--- config.mk ---
export PLATFORM = sky130hd
export DESIGN_NAME = stable_priority_queue_unit_flat
export DESIGN_NICKNAME = d
export VERILOG_FILES = /design/src/hw/rtl/spq_pkg.sv /design/src/hw/rtl/spq_req_if.sv /design/src/hw/rtl/stable_priority_queue_unit.sv /design/src/hw/rtl/spq_cell.sv /design/src/flat_wrapper.sv
export SDC_FILE = /design/constraint.sdc
export NUM_CORES = 2
export LEC_CHECK = 0
export BUFFER_PORTS_ARGS = -buffer_cell sky130_fd_sc_hd__buf_2
export CORE_ASPECT_RATIO = 0.9
export CORE_MARGIN = 2
export CORE_UTILIZATION = 32
export CTS_CLUSTER_SIZE = 30
export DETAILED_ROUTE_END_ITERATION = 7
export SETUP_SLACK_MARGIN = 0.5
export SKIP_LAST_GASP = 1
export SYNTH_ARGS = -nofsm -noshare
export SYNTH_HDL_FRONTEND = slang
export SYNTH_SLANG_ARGS = --single-unit
--- constraint.sdc ---
create_clock -name clock -period 8.7 [get_ports clock]
set_clock_uncertainty 0.15 [all_clocks]
set_input_delay 2.175 -clock clock [delete_from_list [all_inputs] [get_ports clock]]
set_output_delay 2.175 -clock clock [all_outputs]
set_load 0.005 [all_outputs]
--- src/hw/rtl/spq_pkg.sv ---
`default_nettype none
// ----------------------------------------------------------------------------
// spq_pkg
// Shared types and constants for the stable priority queue.
// ----------------------------------------------------------------------------
package spq_pkg;

   localparam int SPQ_DEPTH    = 16;
   localparam int SPQ_TAG_BITS = 32;
   localparam int PRIO_W       = 8;
   localparam int IO_TAG_W     = 32;
   localparam int OCC_W        = 5;

   typedef enum logic {
      REQ_ENQUEUE = 1'b0,
      REQ_DEQUEUE = 1'b1
   } req_kind_type;

   typedef enum logic [1:0] {
      STATUS_DONE  = 2'd0,
      STATUS_EMPTY = 2'd1,
      STATUS_FULL  = 2'd2
   } status_type;

   // per-cycle command broadcast to every cell
   typedef struct packed {
      logic insert;
      logic shift_out;
   } cell_ctl_type;

endpackage : spq_pkg
`default_nettype wire

--- src/hw/rtl/spq_req_if.sv ---
`default_nettype none
// ----------------------------------------------------------------------------
// spq_req_if / spq_rsp_if
// Request and response channels, valid/ready handshake.
// ----------------------------------------------------------------------------
interface spq_req_if import spq_pkg::*; ();
   logic                valid;
   logic                ready;
   logic                req_type;
   logic [PRIO_W-1:0]   entry_priority;
   logic [IO_TAG_W-1:0] entry_tag;

   modport source (output valid, req_type, entry_priority, entry_tag, input ready);
   modport sink   (input valid, req_type, entry_priority, entry_tag, output ready);
endinterface : spq_req_if

interface spq_rsp_if import spq_pkg::*; ();
   logic                valid;
   logic                ready;
   logic                out_valid;
   logic [PRIO_W-1:0]   out_priority;
   logic [IO_TAG_W-1:0] out_tag;
   logic [1:0]          status;
   logic                is_empty;
   logic [OCC_W-1:0]    occupancy;

   modport source (output valid, out_valid, out_priority, out_tag, status, is_empty,
                   occupancy, input ready);
   modport sink   (input valid, out_valid, out_priority, out_tag, status, is_empty,
                   occupancy, output ready);
endinterface : spq_rsp_if
`default_nettype wire

--- src/hw/rtl/stable_priority_queue_unit.sv ---
`default_nettype none
// ----------------------------------------------------------------------------
// stable_priority_queue_unit
// Sorted-list priority queue with arrival order among equal priorities.
// ----------------------------------------------------------------------------
// One request is taken per clock cycle while responses are drained; its
// response sits in the output register from the following cycle, and the next
// request is taken in the same cycle that response transfers, so a stalled
// response holds off the input. Entries live in a row of QueueDepth cells that
// all compare against the incoming priority in parallel and shift one place
// together, whatever the occupancy. The head is always cell 0.
module stable_priority_queue_unit import spq_pkg::*; #(
   parameter int QueueDepth = SPQ_DEPTH,
   parameter int TagBits    = SPQ_TAG_BITS
) (
   input  wire logic clock,
   input  wire logic reset,
   spq_req_if.sink   req_chan,
   spq_rsp_if.source rsp_chan
);

   localparam int CountW = $clog2(QueueDepth + 1);

   logic [CountW-1:0]   count_ff, count_in;
   logic                rsp_valid_ff;
   logic                out_valid_ff, out_valid_in;
   logic [PRIO_W-1:0]   out_prio_ff, out_prio_in;
   logic [IO_TAG_W-1:0] out_tag_ff, out_tag_in;
   status_type          status_ff, status_in;

   logic                req_xfer;
   logic                is_full, is_empty;
   logic [TagBits-1:0]  new_tag;
   cell_ctl_type        ctl;

   logic [QueueDepth-1:0] keep;
   logic [PRIO_W-1:0]     prio  [QueueDepth];
   logic [TagBits-1:0]    tag   [QueueDepth];

   assign req_chan.ready = !rsp_valid_ff || rsp_chan.ready;
   assign req_xfer       = req_chan.valid && req_chan.ready;
   assign is_full        = (count_ff == CountW'(QueueDepth));
   assign is_empty       = (count_ff == '0);
   assign new_tag        = TagBits'(req_chan.entry_tag);

   assign ctl.insert    = req_xfer && (req_chan.req_type == REQ_ENQUEUE) && !is_full;
   assign ctl.shift_out = req_xfer && (req_chan.req_type == REQ_DEQUEUE) && !is_empty;

   for (genvar i = 0; i < QueueDepth; i++) begin : g_cell
      logic               left_keep;
      logic [PRIO_W-1:0]  left_prio, right_prio;
      logic [TagBits-1:0] left_tag, right_tag;

      if (i == 0) begin : g_head
         assign left_keep = 1'b1;
         assign left_prio = req_chan.entry_priority;
         assign left_tag  = new_tag;
      end else begin : g_body
         assign left_keep = keep[i-1];
         assign left_prio = prio[i-1];
         assign left_tag  = tag[i-1];
      end

      if (i == QueueDepth - 1) begin : g_tail
         assign right_prio = prio[i];
         assign right_tag  = tag[i];
      end else begin : g_mid
         assign right_prio = prio[i+1];
         assign right_tag  = tag[i+1];
      end

      spq_cell #(
         .TagBits (TagBits)
      ) u_cell (
         .clock      (clock),
         .ctl        (ctl),
         .occupied   (CountW'(i) < count_ff),
         .new_prio   (req_chan.entry_priority),
         .new_tag    (new_tag),
         .left_keep  (left_keep),
         .left_prio  (left_prio),
         .left_tag   (left_tag),
         .right_prio (right_prio),
         .right_tag  (right_tag),
         .keep       (keep[i]),
         .prio       (prio[i]),
         .tag        (tag[i])
      );
   end

   always_comb begin
      count_in     = count_ff;
      out_valid_in = 1'b0;
      out_prio_in  = '0;
      out_tag_in   = '0;
      status_in    = STATUS_DONE;
      unique case (req_chan.req_type)
         REQ_ENQUEUE: begin
            if (is_full) begin
               status_in = STATUS_FULL;
            end else begin
               count_in = count_ff + CountW'(1);
            end
         end
         REQ_DEQUEUE: begin
            if (is_empty) begin
               status_in = STATUS_EMPTY;
            end else begin
               count_in     = count_ff - CountW'(1);
               out_valid_in = 1'b1;
               out_prio_in  = prio[0];
               out_tag_in   = IO_TAG_W'(tag[0]);
            end
         end
         default: begin
            status_in = STATUS_DONE;
         end
      endcase
   end

   always_ff @(posedge clock) begin
      if (reset) begin
         count_ff     <= '0;
         rsp_valid_ff <= 1'b0;
      end else begin
         if (req_xfer) begin
            count_ff     <= count_in;
            rsp_valid_ff <= 1'b1;
         end else if (rsp_chan.ready) begin
            rsp_valid_ff <= 1'b0;
         end
      end
   end

   always_ff @(posedge clock) begin
      if (req_xfer) begin
         out_valid_ff <= out_valid_in;
         out_prio_ff  <= out_prio_in;
         out_tag_ff   <= out_tag_in;
         status_ff    <= status_in;
      end
   end

   assign rsp_chan.valid        = rsp_valid_ff;
   assign rsp_chan.out_valid    = out_valid_ff;
   assign rsp_chan.out_priority = out_prio_ff;
   assign rsp_chan.out_tag      = out_tag_ff;
   assign rsp_chan.status       = status_ff;
   assign rsp_chan.is_empty     = (count_ff == '0);
   assign rsp_chan.occupancy    = OCC_W'(count_ff);

endmodule : stable_priority_queue_unit
`default_nettype wire

--- src/hw/rtl/spq_cell.sv ---
`default_nettype none
// ----------------------------------------------------------------------------
// spq_cell
// One slot of the sorted row: holds, takes the new entry, or shifts.
// ----------------------------------------------------------------------------
module spq_cell import spq_pkg::*; #(
   parameter int TagBits = SPQ_TAG_BITS
) (
   input  wire logic               clock,
   input  wire cell_ctl_type       ctl,
   input  wire logic               occupied,
   input  wire logic [PRIO_W-1:0]  new_prio,
   input  wire logic [TagBits-1:0] new_tag,
   input  wire logic               left_keep,
   input  wire logic [PRIO_W-1:0]  left_prio,
   input  wire logic [TagBits-1:0] left_tag,
   input  wire logic [PRIO_W-1:0]  right_prio,
   input  wire logic [TagBits-1:0] right_tag,
   output logic                    keep,
   output logic [PRIO_W-1:0]       prio,
   output logic [TagBits-1:0]      tag
);

   logic [PRIO_W-1:0]  prio_ff, prio_in;
   logic [TagBits-1:0] tag_ff, tag_in;

   // entry stays put on insert when it sorts at or before the new one
   assign keep = occupied && (prio_ff <= new_prio);
   assign prio = prio_ff;
   assign tag  = tag_ff;

   always_comb begin
      prio_in = prio_ff;
      tag_in  = tag_ff;
      if (ctl.insert) begin
         if (keep) begin
            prio_in = prio_ff;
            tag_in  = tag_ff;
         end else if (left_keep) begin
            prio_in = new_prio;
            tag_in  = new_tag;
         end else begin
            prio_in = left_prio;
            tag_in  = left_tag;
         end
      end else if (ctl.shift_out) begin
         prio_in = right_prio;
         tag_in  = right_tag;
      end
   end

   always_ff @(posedge clock) begin
      prio_ff <= prio_in;
      tag_ff  <= tag_in;
   end

endmodule : spq_cell
`default_nettype wire
--- src/flat_wrapper.sv ---
// flat-port wrapper written by rule: the top's interface ports become plain ports
module stable_priority_queue_unit_flat import spq_pkg::*;
#(
   parameter int QueueDepth = SPQ_DEPTH,
   parameter int TagBits    = SPQ_TAG_BITS
)
  (clock, reset, req_chan_valid, req_chan_req_type, req_chan_entry_priority, req_chan_entry_tag, req_chan_ready, rsp_chan_valid, rsp_chan_out_valid, rsp_chan_out_priority, rsp_chan_out_tag, rsp_chan_status, rsp_chan_is_empty, rsp_chan_occupancy, rsp_chan_ready);
  spq_req_if req_chan_i ();
  spq_rsp_if rsp_chan_i ();
  input  wire logic clock;
  input  wire logic reset;
  input wire logic [$bits(req_chan_i.valid)-1:0] req_chan_valid;
  input wire logic [$bits(req_chan_i.req_type)-1:0] req_chan_req_type;
  input wire logic [$bits(req_chan_i.entry_priority)-1:0] req_chan_entry_priority;
  input wire logic [$bits(req_chan_i.entry_tag)-1:0] req_chan_entry_tag;
  output wire logic [$bits(req_chan_i.ready)-1:0] req_chan_ready;
  output wire logic [$bits(rsp_chan_i.valid)-1:0] rsp_chan_valid;
  output wire logic [$bits(rsp_chan_i.out_valid)-1:0] rsp_chan_out_valid;
  output wire logic [$bits(rsp_chan_i.out_priority)-1:0] rsp_chan_out_priority;
  output wire logic [$bits(rsp_chan_i.out_tag)-1:0] rsp_chan_out_tag;
  output wire logic [$bits(rsp_chan_i.status)-1:0] rsp_chan_status;
  output wire logic [$bits(rsp_chan_i.is_empty)-1:0] rsp_chan_is_empty;
  output wire logic [$bits(rsp_chan_i.occupancy)-1:0] rsp_chan_occupancy;
  input wire logic [$bits(rsp_chan_i.ready)-1:0] rsp_chan_ready;
  assign req_chan_i.valid = req_chan_valid;
  assign req_chan_i.req_type = req_chan_req_type;
  assign req_chan_i.entry_priority = req_chan_entry_priority;
  assign req_chan_i.entry_tag = req_chan_entry_tag;
  assign req_chan_ready = req_chan_i.ready;
  assign rsp_chan_valid = rsp_chan_i.valid;
  assign rsp_chan_out_valid = rsp_chan_i.out_valid;
  assign rsp_chan_out_priority = rsp_chan_i.out_priority;
  assign rsp_chan_out_tag = rsp_chan_i.out_tag;
  assign rsp_chan_status = rsp_chan_i.status;
  assign rsp_chan_is_empty = rsp_chan_i.is_empty;
  assign rsp_chan_occupancy = rsp_chan_i.occupancy;
  assign rsp_chan_i.ready = rsp_chan_ready;
  stable_priority_queue_unit #(.QueueDepth(QueueDepth), .TagBits(TagBits)) u_core (.clock(clock), .reset(reset), .req_chan(req_chan_i), .rsp_chan(rsp_chan_i));
endmodule
==> summary.md <==
| Metric | Value |
|---|---|
| Status | complete, no violations |
| Wire per inst | 23.2 um |
| Yosys cell types | 55 |
| Critical Path Source Type | input port |
| Crit path max fanout | 81 |
| Worst Hold Class | flop to flop |
| Worst EP arrival | 5530 ps |
| Area of the core | 131000 sq um |
| Initial DRC count | 3482 |
| Detailed Route WL | 132 mm |
| RSZ-0062 raised after global routing | false |
| Initial antenna violation count | 4 |
| Die area | 135000 sq um |
| Initial core utilization | 32.3% |
| Hold Buf Count CTS | 0 |
| Gates resized, CTS repair | 0 |
| Rel. slew slack | 11.8% |
| Crit path required time | 8870 ps |
| Ys Warns | 0 |
| Buf+Inv Stages, Crit Path | 5 |
| Leading cell types in the layout, fill and taps excluded | edfxtp_1, nor2_1, o31ai_1 |
| Slowest cell on the critical path | buf_4 |
| Buffers added on ports | 95 |
| H-tree Lvls | 3 |
| VDD IR max | 0.135 mV |
| Top cells by area, synth | edfxtp_1, o31ai_1, a31oi_1 |
| Fin nets | 4090 |
| Cell mode on critical path | buf_4 |
| CP cell instances | buf_2, inv_1, buf_4, ha_1, nand4_1, nor2_1, a21oi_4, buf_4, nor3_1, o21ai_4, buf_4 |
| DP Worst Slack | 2670 ps |
| Final setup viols | 0 |
| Gpl congestion | 0.828 |
| Post-synth EDFFs | 683 |
| Post-route setup slack | 3340 ps |
| Power Dens Cells | 252 nW/um^2 |
| Clock Latency Late Sink | 660 ps |
| Site Rows | 126 |
| Residual DRC | 0 |
| Vias in the first global route | 34700 |
| Die Width | 387 um |
| Final min period | 5360 ps |
| Share of the synthesized area in the top cell type | 48.4% |
| Clock slew at reported path FFs | 60 ps |
| Final ANT Viol Nets | 0 |
| Worst-Margin Slew | 1320 ps |
| Seq/Total Area, Yosys | 48.7% |
| Dpl cells | 5556 |
| Clk sinks | 689 |
| Final worst-path cycle share | 61.7% |
| Non-Filler Instances | 5707 |
| Fin. Hold Viols | 0 |
| HPWL Detailed | 83.2 mm |
| #FFs+latches synth | 689 |
| Avg Inst Size Synth | 10.1 sq um |
| Fmax achieved | 186 MHz |
| FFs w/ async S/R, synth | 0% |
| P&R area growth vs syn | 9.85% |
| Setup TNS | 0 ps |
| Crit. End Element | flop |
| Static Leak | 14.7 nW |
| Clock buffer count from CTS | 83 |
| CTS Buffer Depth | 3 |
| Post-layout util | 35.5% |
| Delay-heaviest family, CP | buffers and inverters |
| Primary FF master, synth | edfxtp_1 |
| Share of cells above drive strength 1 | 10.7% |
| Die Y | 349 um |
| Gr ovfl total | 0 |
| Count of final max-slew check failures | 0 |
| Critical path class | input port to flop |
| Synthesized netlist cell count | 4180 |
| Maxcap violations | 0 |
| Most common cell after layout, fill and taps aside | edfxtp_1 |
| Mapped Area | 42300 sq um |
| Gr usage total | 18.6% |
| CTS root buf | clkbuf_16 |
| CP peak stage delay | 560 ps |
| Synth area leader | edfxtp_1 |
| Via/cell ratio | 6.19 |
| First-pass GRT wire length | 205 mm |
| Detailed Routing Iterations Pass 1 | 5 |
| Post-CTS setup buffers | 0 |
| Vias | 35300 |
| Largest net degree at the start of global routing | 275 |
| Boundary Pins | 96 |
| CTS tree | yes |
| Synth Net Count | 4357 |
[Yosys cell counts (all sizes together), types with 70 or more instances]
library cell  count
o211ai           94
buf             206
clkbuf          333
or4              70
nand2           276
edfxtp          683
or4b            330
nand4           151
a31oi           523
ha              132
o31ai           521
nor2            548
[report_power, final]
group / total [W] / switching (W) / internal [W]
sequential: 0.00492 / 0.000416 / 0.00450
clock: 0.00349 / 0.00149 / 0.00200
combinational: 0.00333 / 0.00232 / 0.00101
total: 0.0117 / 0.00423 / 0.00751
[metrics by stage]
| stage | power [W] | instance area, sq um | hold slack, ps |
|---|---|---|---|
| 2_1_floorplan | 0.00723 | 42300 | 367 |
| 3_3_place_gp | 0.00821 | 43900 | 358 |
| 3_5_place_dp | 0.00827 | 43900 | 382 |
| 4_1_cts | 0.0118 | 46500 | 395 |
| 5_1_grt | 0.0123 | 46500 | 432 |
| 6_report | 0.0117 | 46500 | 394 |
[logic make-up after synthesis]
| logic type | share of synthesized area (%) |
|---|---|
| adder cells (fa/ha/maj) | 3.90 |
| AO/OA/AOI/OAI | 21.3 |
| buffers and inverters | 5.83 |
| flip-flops | 48.7 |
| AND/OR/NAND/NOR | 20.2 |
| multiplexers | 0.0236 |
| XOR/XNOR | 0.103 |
[layout make-up]
type                       count  area (sq um)
inverter                      30           113
multi-input combinational   2922         19800
clock inverter                48           432
antenna                        2          5.00
timing repair buffer         187          1230
sequential                   689         20600
tap                         1728          2160
fill                       13100         84600
clock buffer                 101          2190
[routing by layer]
| layer | part of all wire [%] | GRT usage (%) |
|---|---|---|
| met5 | 0.015 | 0 |
| met4 | 2.5 | 5.74 |
| met3 | 4.5 | 2.29 |
| met2 | 50 | 32.5 |
| met1 | 43 | 24.0 |
[worst register-to-register path: cells and delay by family (launching register included)]
| family | cells | cell delay [ps] |
|---|---|---|
| buffers and inverters | 3 | 1640 |
| flip-flops | 1 | 710 |
| AO/OA/AOI/OAI | 1 | 640 |
| AND/OR/NAND/NOR | 2 | 410 |
| adder cells (fa/ha/maj) | 1 | 280 |
[state kept, by name, indices dropped and copies added, names as in the netlist]
register                      count
u_core.g_cell.u_cell.tag        512
u_core.g_cell.u_cell.prio       128
u_core.rsp_chan.out_tag          32
u_core.rsp_chan.out_priority      8
u_core.rsp_chan.occupancy         5
u_core.rsp_chan.status            2
u_core.rsp_chan.out_valid         1
u_core.rsp_chan.valid             1
[final timing paths]
kind                           startpoint                              to  slack, ps  depth (start not counted)
max            req_chan_entry_priority[4]  u_core.g_cell[8].u_cell.tag[8]       3340                         11
min                 u_core.rsp_chan.valid           u_core.rsp_chan.valid        390                          2
max reg2reg  u_core.rsp_chan.occupancy[0]  u_core.g_cell[2].u_cell.tag[3]       4530                          7
min reg2reg         u_core.rsp_chan.valid           u_core.rsp_chan.valid        390                          2
Power figures use the tool's default switching activity.
